[src/rtl/core/pdc_pkg.sv]
// Shared types and constants for the proof-of-work difficulty check core.
// Used by pdc_front, pdc_queue, pdc_back and pow_difficulty_check_core.
package pdc_pkg;

	localparam int unsigned WordWidth       = 64;
	localparam int unsigned EdgeWidth       = 8;
	localparam int unsigned ScaleWidth      = 32;
	localparam int unsigned CfgDataWidth    = 6;
	localparam int unsigned CfgIndexWidth   = 2;
	localparam int unsigned QueueDepth      = 2;
	localparam int unsigned QueuePtrWidth   = $clog2(QueueDepth);
	localparam int unsigned QueueCountWidth = $clog2(QueueDepth + 1);
	localparam int unsigned DivSteps        = WordWidth;

	localparam logic [CfgIndexWidth-1:0] CfgIdxSecondary = 2'd0;
	localparam logic [CfgIndexWidth-1:0] CfgIdxBase      = 2'd1;

	localparam logic [CfgDataWidth-1:0] SecondaryReset = 6'd29;
	localparam logic [CfgDataWidth-1:0] BaseReset      = 6'd24;

	typedef enum logic [1:0] {
		StOk            = 2'd0,
		StNotIncreasing = 2'd1,
		StExceeds       = 2'd2,
		StBadEdge       = 2'd3
	} status_t;

	typedef struct packed {
		logic [WordWidth-1:0] s;
		logic [WordWidth-1:0] h;
		logic [WordWidth-1:0] target;
		logic                 not_inc;
		logic                 bad;
	} work_item_t;

	typedef struct packed {
		logic [WordWidth-1:0] r;
		logic [WordWidth-1:0] q;
		logic [WordWidth-1:0] h;
		logic [WordWidth-1:0] target;
		logic                 not_inc;
		logic                 bad;
		logic                 sat;
	} div_item_t;

	typedef struct packed {
		logic push;
		logic full;
	} queue_ctrl_t;

endpackage

[src/rtl/core/pdc_queue.sv]
// Short first-in first-out queue between the front end and the divider.
// Depends on pdc_pkg for the entry type and depth.
module pdc_queue (
	input  logic                 clk,
	input  logic                 arst_n,
	input  logic                 push,
	input  pdc_pkg::work_item_t  push_item,
	input  logic                 pop,
	output pdc_pkg::work_item_t  head,
	output logic                 empty,
	output logic                 full
);

	pdc_pkg::work_item_t                   mem [pdc_pkg::QueueDepth];
	logic [pdc_pkg::QueuePtrWidth-1:0]     wr_ptr_q;
	logic [pdc_pkg::QueuePtrWidth-1:0]     rd_ptr_q;
	logic [pdc_pkg::QueueCountWidth-1:0]   count_q;
	logic                                  do_push;
	logic                                  do_pop;

	assign empty   = count_q == '0;
	assign full    = count_q == pdc_pkg::QueueCountWidth'(pdc_pkg::QueueDepth);
	assign do_push = push && !full;
	assign do_pop  = pop && !empty;
	assign head    = mem[rd_ptr_q];

	always_ff @(posedge clk) begin
		if (do_push) begin
			mem[wr_ptr_q] <= push_item;
		end
	end

	always_ff @(posedge clk or negedge arst_n) begin
		if (!arst_n) begin
			wr_ptr_q <= '0;
			rd_ptr_q <= '0;
			count_q  <= '0;
		end else begin
			if (do_push) begin
				wr_ptr_q <= (wr_ptr_q == pdc_pkg::QueuePtrWidth'(pdc_pkg::QueueDepth - 1)) ?
					'0 : wr_ptr_q + 1'b1;
			end
			if (do_pop) begin
				rd_ptr_q <= (rd_ptr_q == pdc_pkg::QueuePtrWidth'(pdc_pkg::QueueDepth - 1)) ?
					'0 : rd_ptr_q + 1'b1;
			end
			if (do_push && !do_pop) begin
				count_q <= count_q + 1'b1;
			end else if (do_pop && !do_push) begin
				count_q <= count_q - 1'b1;
			end
		end
	end

endmodule

[config.mk]
export PLATFORM = sky130hd
export DESIGN_NAME = pdc_queue
export DESIGN_NICKNAME = d
export VERILOG_FILES = /design/src/rtl/core/pdc_pkg.sv /design/src/rtl/core/pdc_queue.sv
export SDC_FILE = /design/constraint.sdc
export NUM_CORES = 1
export LEC_CHECK = 0
export BUFFER_PORTS_ARGS = -buffer_cell sky130_fd_sc_hd__buf_4
export CORE_MARGIN = 4
export CORE_UTILIZATION = 40
export CTS_CLUSTER_DIAMETER = 120
export CTS_CLUSTER_SIZE = 24
export DETAILED_ROUTE_END_ITERATION = 8
export HOLD_SLACK_MARGIN = 0.08
export SYNTH_ARGS = -nofsm -noshare
export SYNTH_HDL_FRONTEND = slang
export SYNTH_SLANG_ARGS = --single-unit
[constraint.sdc]
create_clock -name clk -period 20.7 [get_ports clk]
set_input_delay 0 -clock clk [delete_from_list [all_inputs] [get_ports clk]]
set_output_delay 0 -clock clk [all_outputs]
set_load 0.01 [all_outputs]
[Word level (Yosys, flattened, before mapping)]
Memories as Yosys holds them, arrays and structs flattened.
Index checks and enable logic that the tools add are counted.
Storage, ports and cells
  input port bits: 198
  logic and storage cells: 25
  memory bits (writable): 388
  flip-flop bits (word level): 4
  output and inout bits: 196
  memories: 1
Operators by class
  reduce and logical (&&, ||, !) cells: 10
  add/subtract/negate cells: 4
  mux-type cells: 6
  equal/unequal tests: 1
Memories
  mem: words 2, bits a word 194, rd ports 1, clocked after Yosys merged registers in 0, write ports 1, line pdc_queue.sv:14  | pdc_pkg::work_item_t mem [pdc_pkg::QueueDepth];
Operator list (count)
  $logic_and 1x1->1: 4
  $logic_not 1->1: 4
  $mux 1: 4
  $mux 2: 2
  $add 1x1->1 const B: 2
  $add 2x1->2 const B: 1
  $eq 2x2->1 const B: 1
  $logic_not 2->1: 1
  $reduce_bool 2->1: 1
  $sub 2x1->2 const B: 1

[Depth between registers and ports, before layout]
  depth in word-level cells: 7
  gate-level depth with buffers: 7
  depth with buffers taken out: 7

[Least setup slack after synthesis]
No wires, ideal clock.
  path type: register -> register
  start: reg count_q[0] in the netlist's numbering
  end: mem mem[0][0] in the netlist's numbering, enable pin
  data arrival time: 8.688 ns
  path slack: 11.261 ns
  setup time: 0.751 ns
  path buffers: 0
  data required time: 19.949 ns
  clock period less this slack: 9.439 ns
  stages on the path, launching flop included: 4
  path through: dfrtp_1 > nand2b_1 > nand2_1 > nor2_1
Between the ends
  longest elaborated chain between the ends: 5
RTL lines
  start: declaration: line pdc_queue.sv:17  | logic [pdc_pkg::QueueCountWidth-1:0] count_q;
  start signal: assignment: line pdc_queue.sv:48  | count_q <= count_q + 1'b1;
  start signal: assignment: line pdc_queue.sv:50  | count_q <= count_q - 1'b1;
  $eq 2x2->1: line pdc_queue.sv:22  | assign full = count_q == pdc_pkg::QueueCountWidth'(pdc_pkg::QueueDepth);
  $logic_not 1->1: line pdc_queue.sv:23  | assign do_push = push && !full;
  $logic_and 1x1->1: line pdc_queue.sv:23
  $mux 1: line pdc_queue.sv:28  | if (do_push) begin
  $mux 1 (not written as such): line pdc_queue.sv:29  | mem[wr_ptr_q] <= push_item;
  end: declaration: line pdc_queue.sv:14
Every way passes these cells.

==> results.cfg <==
[timing]
fin_ws_ns = 16.96
maxSlewViolCount = 0
finalHoldViolations = 0
min_period_over_period = 0.181
slew_headroom = 0.273
clock_skew_after_layout_ns = 0.0189
finalCriticalPeriod_ns = 3.74
setup_violations = 0
achievable-frequency_mhz = 267
worst-slew-pin-transition_ns = 1.09
final.setup.tns_ns = 0
setup_repair_after_global_routing_missed_its_margin = false

[pwr]
netSwitchingPower_w = 0.000744
power.combinational.fraction = 0.385
max-vdd-ir-drop_v = 0.0000918
power_share_of_the_clock_group = 0.165
p_per_cell_area_nw_per_um2 = 123
total_power_w = 0.00255
share_seq_of_total_power = 0.450
leakagePower_nw = 8.14
p_int_w = 0.00181
swShare = 0.292

[floorplan]
chipWidth_um = 200
dieArea_um2 = 40200
initial_utilization = 0.405
chipHeight_um = 200
core_region_area_um2 = 36600
boundaryPins = 394
std_cell_rows = 70

[drt]
total_number_of_vias = 7918
routed_wire_length_per_instance_um = 19.8
drc_errors = 0
routed_wirelength_mm = 33.6
drt_iter0_drc = 419
drtPass1Iterations = 4
post_drt_via_cell_ratio = 4.67
drtAntennaViolNets = 0

[placement]
port_buffers = 393
post-place-ws_ns = 17.47
gp_routability_congestion = 0.734
dp_cells = 1469
final_hpwl_dp_mm = 22.1

[worst_setup_path]
timing.critical_path.arrival_ns = 3.74
path_class = flop to output port
r2r_setup_slack_ns = 17.86
worst-path-max-fanout = 62
crit_path_end_kind = output port
worst-endpoint-required_ns = 20.70
worst_setup_path_start_kind = flop

[clock_tree]
ctsResizeCount = 0
cts_tree = built
clockRootBuffer = sky130_fd_sc_hd__clkbuf_16
cts_made_buffers = 20
clkSlewWorstSetupHoldPaths_ns = 0.09
cts_htree_levels = 1
tritoncts_num_sinks = 392
clkLatencyLatePin_ns = 0.52
cts_max_path_buffers = 3

[grt]
first_global_vias = 8537
grt_antenna_before_repair = 1
overflow = 0
grt_start_max_net_pins = 156
grt_util_all_layers = 0.160
grt_first_pass_wirelength_mm = 51.2

[layout]
layout.cells.non_filler = 1697
flow.area_growth_from_synthesis_pct = 40.1
num-nets-final = 1420
final_layout_size_suffix_gt1_frac = 0.504

[synth]
syn_inst = 623
synth-warning-count = 0
synthDominantCellAreaShare = 0.786
synth_seq_area_share = 0.793
post_synth_main_area_contributors = sky130_fd_sc_hd__edfxtp_1 (79%), sky130_fd_sc_hd__mux2_4 (15%), sky130_fd_sc_hd__mux2_2 (3.3%)
post-synth-top-area-cell = sky130_fd_sc_hd__edfxtp_1
synth_unique_cells = 15
synth_nets = 822
syn_std_cell_area_um2 = 14800
synth.ff_latch_count = 392
avgSynthCellArea_um2 = 23.8

[run_status]
run_status = finished, final reports clean

[flow_run]
drv_cap = 0

[worst_hold_path]
hp-class = input port to flop
-- worst max-delay path: stages, from the launching register on --
cell                      delay, ns
sky130_fd_sc_hd__dfrtp_4       0.82
sky130_fd_sc_hd__buf_4         0.89
sky130_fd_sc_hd__buf_4         0.87
sky130_fd_sc_hd__mux2_4        0.36
sky130_fd_sc_hd__buf_4         0.15
-- synth_stat cells, drive strengths merged --
library cell	n
dfrtp	4
xnor2	3
xor2	2
edfxtp	388
nor2	3
inv	2
and3	1
o21ai	1
nand2	1
nand2b	1
mux2	194
ha	1
buf	22
-- final timing paths --
path,from,to,cells past startpoint
setup / recovery,rd_ptr_q$_DFFE_PN0P_,head[84],4
hold / removal,push_item[106],mem[0][106]$_DFFE_PP_,2
setup reg to reg,count_q[0]$_DFFE_PN0P_,mem[0][102]$_DFFE_PP_,5
hold reg to reg,count_q[1]$_DFFE_PN0P_,count_q[1]$_DFFE_PN0P_,1
max in group asynchronous,arst_n,rd_ptr_q$_DFFE_PN0P_,3
min in group asynchronous,arst_n,rd_ptr_q$_DFFE_PN0P_,3
-- per-layer routing --
metal | global-route usage | vias up | wire [um]
met3 | 0.0441 | 43 | 2390
met5 | 0 | - | 0
li1 | - | 3657 | -
met1 | 0.208 | 3935 | 14000
met4 | 0.0369 | 0 | 777
met2 | 0.270 | 283 | 16400
-- flip-flops by register name, summed over array words and instances, names as in the netlist --
signal	count
count_q	2
rd_ptr_q	1
mem	388
wr_ptr_q	1
-- per-stage QoR --
stage / util / area, um2 / hold slack (ns)
2_1_floorplan: - / 14800 / -0.296
3_3_place_gp: 0.497 / 18200 / -0.198
3_5_place_dp: 0.497 / 18200 / -0.200
4_1_cts: 0.567 / 20800 / 0.164
5_1_grt: 0.567 / 20800 / 0.168
6_report: 0.567 / 20800 / 0.194
-- power groups by stage --
stage,clock network (W),logic [W],registers (W)
detailed placement,0,0.000963,0.00117
global placement,0,0.000959,0.00117
global route,0.000468,0.00104,0.00116
floorplan,0,0.000590,0.00118
finish,0.000420,0.000981,0.00115
CTS,0.000437,0.000997,0.00115
-- cell families (layout without fill, tap and decap cells) --
| logic type | count (synthesis) | count (layout) | synth area share |
|---|---|---|---|
| compound gates | 1 | 1 | 0.000337 |
| xor+xnor | 5 | 5 | 0.00296 |
| fa+ha+maj | 1 | 1 | 0.000844 |
| buf+inv | 24 | 629 | 0.0155 |
| flops | 392 | 392 | 0.793 |
| mux | 194 | 194 | 0.185 |
| other cells | 0 | 1 | 0 |
| simple gates | 6 | 6 | 0.00186 |
-- layout by cell type (no fill, tap or decap) --
cell / netlist / routed
sky130_fd_sc_hd__mux2_4: 150 / 150
sky130_fd_sc_hd__inv_12: 0 / 1
sky130_fd_sc_hd__ha_1: 1 / 1
sky130_fd_sc_hd__nand2_1: 1 / 1
sky130_fd_sc_hd__nor2_4: 0 / 1
sky130_fd_sc_hd__buf_4: 0 / 399
sky130_fd_sc_hd__inv_1: 2 / 2
sky130_fd_sc_hd__diode_2: 0 / 1
sky130_fd_sc_hd__nor2_1: 3 / 2
sky130_fd_sc_hd__o21ai_0: 1 / 1
sky130_fd_sc_hd__dfrtp_1: 4 / 3
sky130_fd_sc_hd__nand2b_1: 1 / 1
sky130_fd_sc_hd__mux2_2: 44 / 44
sky130_fd_sc_hd__clkbuf_1: 0 / 7
sky130_fd_sc_hd__xor2_1: 2 / 2
sky130_fd_sc_hd__dfrtp_4: 0 / 1
sky130_fd_sc_hd__edfxtp_1: 388 / 388
sky130_fd_sc_hd__clkbuf_16: 0 / 21
sky130_fd_sc_hd__dlygate4sd3_1: 0 / 198
sky130_fd_sc_hd__and3_4: 0 / 1
sky130_fd_sc_hd__buf_12: 0 / 1
sky130_fd_sc_hd__xnor2_1: 3 / 3
-- final cells by class --
cell class              instances  area, um2
well taps                     468        586
multi-input cells             207       2850
clock buffers                  28        552
inverters                       2       7.51
fillers                      2776      15800
diodes                          1       2.50
flip-flops and latches        392      11800
repair buffers                598       5000
clock inverters                 1       16.3
-- repair_timing --
action	4_1_cts	5_1_grt
hold buffers	198	0
buffers inserted	0	0
endpoints found under the hold margin	395	0
Power figures use the tool's default switching activity.
