## src/rtl/core/pdc_pkg.sv

```systemverilog
// Shared types and constants for the proof-of-work difficulty check core.
// Used by pdc_front, pdc_queue, pdc_back and pow_difficulty_check_core.
package pdc_pkg;

	localparam int unsigned WordWidth       = 64;
	localparam int unsigned EdgeWidth       = 8;
	localparam int unsigned ScaleWidth      = 32;
	localparam int unsigned CfgDataWidth    = 6;
	localparam int unsigned CfgIndexWidth   = 2;
	localparam int unsigned QueueDepth      = 2;
	localparam int unsigned QueuePtrWidth   = $clog2(QueueDepth);
	localparam int unsigned QueueCountWidth = $clog2(QueueDepth + 1);
	localparam int unsigned DivSteps        = WordWidth;

	localparam logic [CfgIndexWidth-1:0] CfgIdxSecondary = 2'd0;
	localparam logic [CfgIndexWidth-1:0] CfgIdxBase      = 2'd1;

	localparam logic [CfgDataWidth-1:0] SecondaryReset = 6'd29;
	localparam logic [CfgDataWidth-1:0] BaseReset      = 6'd24;

	typedef enum logic [1:0] {
		StOk            = 2'd0,
		StNotIncreasing = 2'd1,
		StExceeds       = 2'd2,
		StBadEdge       = 2'd3
	} status_t;

	typedef struct packed {
		logic [WordWidth-1:0] s;
		logic [WordWidth-1:0] h;
		logic [WordWidth-1:0] target;
		logic                 not_inc;
		logic                 bad;
	} work_item_t;

	typedef struct packed {
		logic [WordWidth-1:0] r;
		logic [WordWidth-1:0] q;
		logic [WordWidth-1:0] h;
		logic [WordWidth-1:0] target;
		logic                 not_inc;
		logic                 bad;
		logic                 sat;
	} div_item_t;

	typedef struct packed {
		logic push;
		logic full;
	} queue_ctrl_t;

endpackage

```

## src/rtl/core/pdc_front.sv

```systemverilog
// Front end: holds the secondary and base edge-bit registers, classifies each request
// and forms the scaling numerator and the difficulty rise. Depends on pdc_pkg.
module pdc_front (
	input  logic                                 clk,
	input  logic                                 arst_n,
	input  logic                                 in_valid,
	input  logic [pdc_pkg::WordWidth-1:0]        total_difficulty,
	input  logic [pdc_pkg::WordWidth-1:0]        prev_total_difficulty,
	input  logic [pdc_pkg::EdgeWidth-1:0]        edge_bits,
	input  logic [pdc_pkg::ScaleWidth-1:0]       scaling_difficulty,
	input  logic [pdc_pkg::WordWidth-1:0]        hash_word,
	input  logic                                 cfg_valid,
	input  logic [pdc_pkg::CfgIndexWidth-1:0]    cfg_index,
	input  logic [pdc_pkg::CfgDataWidth-1:0]     cfg_data,
	input  logic                                 queue_full,
	output pdc_pkg::queue_ctrl_t                 qctrl,
	output pdc_pkg::work_item_t                  item
);

	logic [pdc_pkg::CfgDataWidth-1:0] secondary_q;
	logic [pdc_pkg::CfgDataWidth-1:0] base_q;
	logic                             is_secondary;
	logic                             below_base;
	logic [pdc_pkg::EdgeWidth:0]      edge_diff;
	logic                             bad_edge;
	logic [pdc_pkg::CfgDataWidth:0]   shift_amt;
	logic [pdc_pkg::WordWidth-1:0]    primary_s;

	always_ff @(posedge clk or negedge arst_n) begin
		if (!arst_n) begin
			secondary_q <= pdc_pkg::SecondaryReset;
			base_q      <= pdc_pkg::BaseReset;
		end else if (cfg_valid) begin
			case (cfg_index)
				pdc_pkg::CfgIdxSecondary: secondary_q <= cfg_data;
				pdc_pkg::CfgIdxBase:      base_q      <= cfg_data;
				default: ;
			endcase
		end
	end

	always_comb begin
		is_secondary = edge_bits == {2'b00, secondary_q};
		below_base   = edge_bits < {2'b00, base_q};
		edge_diff    = {1'b0, edge_bits} - {3'b000, base_q};
		bad_edge     = !is_secondary && (below_base || (edge_diff[7:6] != 2'b00));
		shift_amt    = {1'b0, edge_diff[5:0]} + 7'd1;
		primary_s    = {{(pdc_pkg::WordWidth - pdc_pkg::EdgeWidth){1'b0}}, edge_bits}
			<< shift_amt;

		if (is_secondary) begin
			item.s = {{(pdc_pkg::WordWidth - pdc_pkg::ScaleWidth){1'b0}}, scaling_difficulty};
		end else if (bad_edge) begin
			item.s = '0;
		end else begin
			item.s = primary_s;
		end
		item.h       = hash_word;
		item.target  = total_difficulty - prev_total_difficulty;
		item.not_inc = total_difficulty <= prev_total_difficulty;
		item.bad     = bad_edge;

		qctrl.push = in_valid && !queue_full;
		qctrl.full = queue_full;
	end

endmodule

```

## config.mk

```make
export PLATFORM = sky130hd
export DESIGN_NAME = pdc_front
export DESIGN_NICKNAME = d
export VERILOG_FILES = /design/src/rtl/core/pdc_pkg.sv /design/src/rtl/core/pdc_front.sv
export SDC_FILE = /design/constraint.sdc
export NUM_CORES = 1
export LEC_CHECK = 0
export ABC_AREA = 1
export BUFFER_PORTS_ARGS = -buffer_cell sky130_fd_sc_hd__buf_4
export CORE_MARGIN = 3
export CORE_UTILIZATION = 30
export CTS_BUF_LIST = sky130_fd_sc_hd__clkbuf_8
export CTS_CLUSTER_SIZE = 20
export DETAILED_ROUTE_END_ITERATION = 7
export MAX_ROUTING_LAYER = met4
export PLACE_DENSITY = 0.61
export RECOVER_POWER = 25
export SYNTH_ARGS = -nofsm -noshare
export SYNTH_HDL_FRONTEND = slang
export SYNTH_SLANG_ARGS = --single-unit
```

## constraint.sdc

```tcl
create_clock -name clk -period 2.94 [get_ports clk]
set_input_delay 0.147 -clock clk [delete_from_list [all_inputs] [get_ports clk]]
set_output_delay 0.147 -clock clk [all_outputs]
set_load 0.005 [all_outputs]
```

Word-level counts from Yosys, hierarchy flattened:

Cells that the tools add are included.

* add/subtract/negate cells: 3
* magnitude comparators: 2
* eq/ne operators: 2
* shift operators: 1
* mux-type cells: 2
* reduce and logical (&&, ||, !) cells: 9

Operator list (count)
* 64-bit 2-to-1 mux: 2
* 64-bit <= comparator: 1
* 8-bit by 7-bit << shifter with 64-bit output: 1
* 64-bit subtractor: 1
* 8-bit by 6-bit == test with 1-bit output: 1
* 8-bit by 6-bit < comparator with 1-bit output: 1
* 8-bit by 6-bit subtractor with 8-bit output: 1
* 6-bit by 1-bit adder with 7-bit output (second input constant): 1
* 2-bit AND reduction: 2
* 2-bit by 1-bit == test with 1-bit output (second input constant): 1
* 1-bit logical AND: 2
* 1-bit zero test: 2
* 2-bit zero test: 1
* 2-bit nonzero test: 1
* 1-bit logical OR: 1

* register bits: 12
* input bits: 245
* output and inout bits: 196
* logic and storage cells: 21

Longest topological paths before layout:

Gate-level depths: netlist of the first run.

* word-level depth: 6
* mapped depth: 16
* mapped depth without buffers: 16

Worst setup path before layout of the first run:

OpenSTA, ideal clock, no wires.

* path type: reg-to-output
* start point: register base_q[0] (netlist bit)
* end point: output port item[182] (netlist bit)
* arrival time: 2298 ps
* required time: 2793 ps
* slack: 495 ps
* stages on the path, launching flop included: 15
* buffers on the path: 0
* path through: dfrtp_1 -> ha_1 -> fa_1 -> inv_1 -> ha_1 -> clkinv_1 -> nand3_1 -> nand2_1 -> nand2_1 -> o21ai_0 -> nor2_1 -> nand2_1 -> nand2_1 -> nand3_1 -> nor2_1

RTL lines
* start: declaration: line pdc_front.sv:21 `logic [pdc_pkg::CfgDataWidth-1:0] base_q;`
* start signal: assignment: line pdc_front.sv:32 `base_q <= pdc_pkg::BaseReset;`
* start signal: assignment: line pdc_front.sv:36 `pdc_pkg::CfgIdxBase: base_q <= cfg_data;`
* end: declaration: line pdc_front.sv:17 `output pdc_pkg::work_item_t item`

==> flow_metrics.env, run 1 <==
export IMPL_ant_nets=0
export IMPL_initial_core_util_pct=30.57
export IMPL_cts_sinks=12
export IMPL_leakagePower_nw=7.522
export IMPL_final_util_pct=41.08
export IMPL_rsz0062_at_grt="yes"
export IMPL_min_path_type="in2reg"
export IMPL_wire_per_inst_um=15.89
export IMPL_htreeDepth=1
export IMPL_fin_area_mm2=0.01224
export IMPL_crit_path_max_fanout=8
export IMPL_synth_area_mux_share_pct=0
export IMPL_clk_latency_ps=240
export IMPL_worstRegToRegCells=3
export IMPL_gp_congestion=1.015
export IMPL_antenna_cells=0
export IMPL_die_area_mm2=0.03249
export IMPL_synth_compound_area_share_pct=7.705
export IMPL_fin_nets=2468
export IMPL_num_vias=12120
export IMPL_hold_viol_final=0
export IMPL_min_period_over_period_pct=100.0
export IMPL_violations="setup timing"
export IMPL_core_region_area_mm2=0.02980
export IMPL_grt_usage_pct=23.24
export IMPL_layout_cells_most_common="nand2_1"
export IMPL_synth_area_mm2=0.009110
export IMPL_setup_violations_final=1
export IMPL_status="finished, violations left"
export IMPL_syn_avg_cell_area_um2=4.818
export IMPL_start_kind="flip-flop"
export IMPL_fmax_mhz=340.0
export IMPL_synthXorXnorAreaFrac_pct=3.461
export IMPL_grt_start_max_net_pins=51
export IMPL_grt_pass1_wl_mm=59.80
export IMPL_synthAdderAreaFrac_pct=10.33
export IMPL_num_rows=63
export IMPL_cts_buffer_depth=2
export IMPL_vias_per_cell=4.775
export IMPL_cts_tree="yes"
export IMPL_routed_wl_mm=40.33
export IMPL_antenna_found_initial=0
export IMPL_fillers=3401
export IMPL_yosys_warnings=0
export IMPL_yosys_area_share_simple_pct=51.41
export IMPL_placed_cells=2521
export IMPL_dp_slack_ps=-21.86
export IMPL_irDropWorstVdd_v=0.0006088
export IMPL_ys_ff_latch=12
export IMPL_synth_top_family_by_area="simple AND/OR/NAND/NOR gates"
export IMPL_die_h_um=180.3
export IMPL_layout_cells_non_filler=2538
export IMPL_grt_pass1_vias=11420
export IMPL_cts_root_buf="clkbuf_8"
export IMPL_drt_iter0_markers=803
export IMPL_syn_inst=1891
export IMPL_critPathCaptureType="output pin"
export IMPL_slew_headroom_pct=57.93
export IMPL_holdPathStages=3
export IMPL_ys_async_sr_fraction_pct=100.0
export IMPL_synth_edf_count=0
export IMPL_synth_nets=2210
export IMPL_syn_to_final_growth_pct=34.35
export IMPL_multiInputGateArea_mm2=0.007096
export IMPL_placed_area_mm2=0.01149
export IMPL_ys_types=37
export IMPL_ios=441
export IMPL_critPathRequiredTime_ps=2790
export IMPL_dp_final_hpwl_mm=34.91
export IMPL_port_buffers=312
export IMPL_tightestPinTransition_ps=624.5
export IMPL_drc=0
export IMPL_powerDensity_mw_per_mm2=396.0
export IMPL_yosysSeqAreaShare_pct=3.379
export IMPL_grt_overflow=0
export IMPL_cap_viol_max_count=0
export IMPL_timing_hold_ws_ps=157.2
export IMPL_cp_arrival_ps=2790
export IMPL_drv_slew=0
export IMPL_period_needed_ps=2941
export IMPL_ys_dominant_reg_cell="dfstp_2"
export IMPL_cts_buffers=3
export IMPL_layout_common_cells="nand2_1 (716), inv_1 (394), buf_4 (321)"
export IMPL_fin_ws_ps=-1.065
export IMPL_drive_gt1_share_pct=22.91
export IMPL_clk_pin_slew_ps=60
export IMPL_dr_pass1_iters=6
export IMPL_regArea_um2=307.8
export IMPL_critPathKind="reg2out"
export IMPL_die_width_um=180.3
export IMPL_clock_skew_ps=0
## worst paths after layout
| path | start | end | slack [ps] |
|---|---|---|---|
| max | base_q[0] | item[143] | -1 |
| min | cfg_data[0] | secondary_q[0] | 160 |
| max reg2reg | base_q[0] | base_q[0] | 2150 |
| min reg2reg | base_q[5] | base_q[5] | 490 |
| max in group asynchronous | arst_n | base_q[4] | 2440 |
| min in group asynchronous | arst_n | base_q[0] | 270 |
## state kept, by name (all words and copies together) (netlist names)
signal,count
base_q,6
secondary_q,6
## synth_stat cells (7+ instances only)
cell	count	area [µm²]
ha_1	72	900.9
nand2_1	762	2860
xor2_1	35	306.5
o21bai_1	10	75.07
buf_4	73	548.0
inv_1	398	1494
nand4_1	13	81.33
o21ai_0	46	230.2
nand3_2	7	70.07
nor3_1	15	75.07
buf_2	8	40.04
a21oi_1	72	360.4
nor2_2	10	62.56
nand3_1	131	655.6
nor2_1	181	679.4
clkbuf_1	7	26.28
## final cells by class
| cell class | instances | share of cell area [%] |
|---|---|---|
| sequential | 12 | 2.515 |
| multi-input combinational | 1387 | 57.97 |
| clock buffer | 4 | 0.4498 |
| timing repair buffer | 345 | 22.77 |
| inverter | 400 | 12.31 |
| tap | 390 | 3.987 |
## kinds of logic (layout without fill, tap and decap cells)
group                      Yosys count  after routing
buffers and inverters              492            749
DFF                                 12             12
adders and majority gates           74             74
AOI/OAI and AO/OA                  133            133
xor gates and xnor gates            36             36
and+or+nand+nor                   1144           1144
## critical path: stages (launching register included)
cell       delay (ps)
dfrtp_1           380
ha_2              200
fa_2              520
inv_2              50
ha_4              160
nand3_4           100
nand3b_1          170
nor2_1             50
nand2_1            90
nand2_2            70
nor2_4            250
clkbuf_16         240
nand3_1            80
nand2_1            70
buf_4             110
## per-stage QoR
stage | power, mW | setup TNS, ps
after floorplan | 2.473 | 0
after global placement | 3.838 | 0
after detailed placement | 3.857 | -21.86
after CTS | 4.145 | 0
after global routing | 5.273 | -4535
final | 4.847 | -1.065
## where the power goes
group	internal, mW	total (mW)	leakage (nW)	switching, mW
Sequential	0.202	0.220	0.138	0.0186
Clock	0.118	0.180	0.0288	0.0616
Combinational	1.74	4.45	7.36	2.71
## timing repair
action                     4_1_cts  5_1_grt
hold buffers                     1        0
pin swaps                        4       54
hold endpoints to repair        12        0
gates cloned                     0        7
gates resized for setup         20      129
buffers inserted                 1        4
setup endpoints to repair       56       64
## layer usage
layer	vias to the layer above	share of wire (%)	wire length, µm	track usage [%]
met5	-	0	0	-
met4	0	2.1	846	4.360
met3	62	5.7	2311	2.019
met2	378	48	19270	40.35
met1	5548	44	17900	29.75
li1	6131	-	-	-
No activity file was read; power rests on OpenSTA's default activity.
==> run 2: changes to the inputs <==
--- a/config.mk
+++ b/config.mk
@@ -7,13 +7,13 @@
 export LEC_CHECK = 0
 export ABC_AREA = 1
 export BUFFER_PORTS_ARGS = -buffer_cell sky130_fd_sc_hd__buf_4
-export CORE_MARGIN = 3
+export CORE_MARGIN = 2
 export CORE_UTILIZATION = 30
 export CTS_BUF_LIST = sky130_fd_sc_hd__clkbuf_8
 export CTS_CLUSTER_SIZE = 20
 export DETAILED_ROUTE_END_ITERATION = 7
 export MAX_ROUTING_LAYER = met4
-export PLACE_DENSITY = 0.61
+export PLACE_DENSITY = 0.63
 export RECOVER_POWER = 25
 export SYNTH_ARGS = -nofsm -noshare
 export SYNTH_HDL_FRONTEND = slang
==> run 2 against run 1 <==
Effect of this change: the run now ends clean; clock power about the same; maximum frequency up 2.8%; hold slack worse by 9.3 ps; first-iteration DRC count decreased by 5.5%; critical path depth grew 1; clock skew stayed put; combinational power decreased by 4.7%; routed wire length is 2.2% lower; critical path type unchanged; sequential cell count did not move; cell area is 1.3% lower; register-to-register slack about the same; via count decreased by 1.1%.
==> flow_metrics.env, run 2 (synthesis results as in run 1) <==
export IMPL_multiInputGateArea_mm2=0.006958
export IMPL_cap_viol_max_count=0
export IMPL_fin_ws_ps=79.81
export IMPL_routed_wl_mm=39.45
export IMPL_grt_usage_pct=24.07
export IMPL_vias_per_cell=4.719
export IMPL_fillers=3487
export IMPL_gp_congestion=1.002
export IMPL_ant_nets=0
export IMPL_placed_cells=2526
export IMPL_irDropWorstVdd_v=0.0007348
export IMPL_syn_to_final_growth_pct=32.63
export IMPL_tightestPinTransition_ps=495.5
export IMPL_min_path_type="in2reg"
export IMPL_critPathRequiredTime_ps=2790
export IMPL_critPathCaptureType="output pin"
export IMPL_num_vias=11990
export IMPL_initial_core_util_pct=30.57
export IMPL_dr_pass1_iters=7
export IMPL_cp_arrival_ps=2710
export IMPL_finalPower_mw=4.642
export IMPL_antenna_found_initial=1
export IMPL_fmax_mhz=349.6
export IMPL_final_util_pct=40.55
export IMPL_timing_hold_ws_ps=147.9
export IMPL_drt_iter0_markers=759
export IMPL_dp_final_hpwl_mm=34.73
export IMPL_grt_overflow=0
export IMPL_clk_latency_ps=240
export IMPL_finalSetupTns_ps=0
export IMPL_drv_slew=0
export IMPL_num_rows=63
export IMPL_drc=0
export IMPL_dp_slack_ps=16.15
export IMPL_rsz0062_at_grt="yes"
export IMPL_grt_pass1_vias=11100
export IMPL_ios=441
export IMPL_clk_pin_slew_ps=50
export IMPL_cts_tree="yes"
export IMPL_grt_start_max_net_pins=51
export IMPL_layout_cells_most_common="nand2_1"
export IMPL_cts_root_buf="clkbuf_8"
export IMPL_cts_buffer_depth=2
export IMPL_status="completed"
export IMPL_htreeDepth=1
export IMPL_min_period_over_period_pct=97.29
export IMPL_placed_area_mm2=0.01153
export IMPL_port_buffers=312
export IMPL_cts_buffers=3
export IMPL_layout_common_cells="nand2_1 (734), inv_1 (395), buf_4 (333)"
export IMPL_die_area_mm2=0.03178
export IMPL_die_h_um=178.3
export IMPL_leakagePower_nw=7.527
export IMPL_cts_sinks=12
export IMPL_core_region_area_mm2=0.02980
export IMPL_period_needed_ps=2860
export IMPL_fin_area_mm2=0.01208
export IMPL_crit_path_max_fanout=15
export IMPL_layout_cells_non_filler=2541
export IMPL_regArea_um2=307.8
export IMPL_fin_nets=2470
export IMPL_clock_skew_ps=0
export IMPL_powerDensity_mw_per_mm2=384.2
export IMPL_hold_viol_final=0
export IMPL_setup_violations_final=0
export IMPL_grt_pass1_wl_mm=58.07
export IMPL_die_width_um=178.3
export IMPL_drive_gt1_share_pct=21.40
export IMPL_start_kind="flip-flop"
export IMPL_critPathKind="reg2out"
export IMPL_slew_headroom_pct=66.72
export IMPL_wire_per_inst_um=15.52
export IMPL_largestRegisters="base_q x6, secondary_q x6"
==> run 2: cell count changes in the layout (fill, tap and decap cells not counted), moves of 2 or more <==
cell,previous run,this run
nand3_2,24,14
nand2_1,716,734
nor2_4,15,10
nand3_1,109,122
ha_2,3,1
nor2_2,25,29
buf_4,321,333
nand3_4,5,2
nand2_2,46,27
ha_4,1,3
buf_6,13,2
==> run 2: power by group <==
part / switching (mW) / internal, mW / total [mW]
Clock: 0.0623 / 0.118 / 0.181
Combinational: 2.55 / 1.69 / 4.24
Sequential: 0.0185 / 0.201 / 0.220
Total: 2.63 / 2.01 / 4.64
==> run 2: worst paths after layout <==
check	from	endpoint	slack, ps	cells past startpoint
max	base_q[0]	item[147]	80	15
min	cfg_data[3]	secondary_q[3]	150	3
max reg2reg	base_q[0]	base_q[0]	2150	3
min reg2reg	base_q[2]	base_q[2]	490	2
max in group asynchronous	arst_n	secondary_q[0]	2430	2
min in group asynchronous	arst_n	base_q[5]	280	2
==> run 2: routing by layer <==
metal  GRT usage [%]  vias up  part of all wire [%]
li1                -     6139                     -
met1           31.62     5406                    45
met2           39.50      381                    46
met3           2.962       64                   6.7
met4           5.386        0                   2.5
met5               -        -                     0
==> run 2: cell type report <==
type	instances	share of cell area, %
Clock buffer	4	0.4556
Timing Repair Buffer	347	22.86
Tap cell	390	4.039
Multi-Input combinational cell	1387	57.59
Inverter	400	12.49
Antenna cell	1	0.02071
Sequential cell	12	2.547
==> run 2: worst max-delay path: stages, from the launching register on <==
cell     delay, ps
dfrtp_1        390
ha_2           190
fa_1           450
inv_2           90
nand2_1         90
nor2_4         160
nand3_4        130
nor2_4         130
inv_2           40
nand2_2         60
nand2_4         70
nor2_4         140
buf_12         170
nand3_1         90
nand2_2        120
buf_4          120
==> run 2: repair_timing <==
| action | 4_1_cts | 5_1_grt |
|---|---|---|
| cloned | 1 | 3 |
| hold endpoints to repair | 12 | 0 |
| pin swaps | 5 | 16 |
| buffers inserted | 2 | 4 |
| setup endpoints to repair | 61 | 64 |
| hold buffers | 1 | 0 |
| gates resized for setup | 20 | 80 |
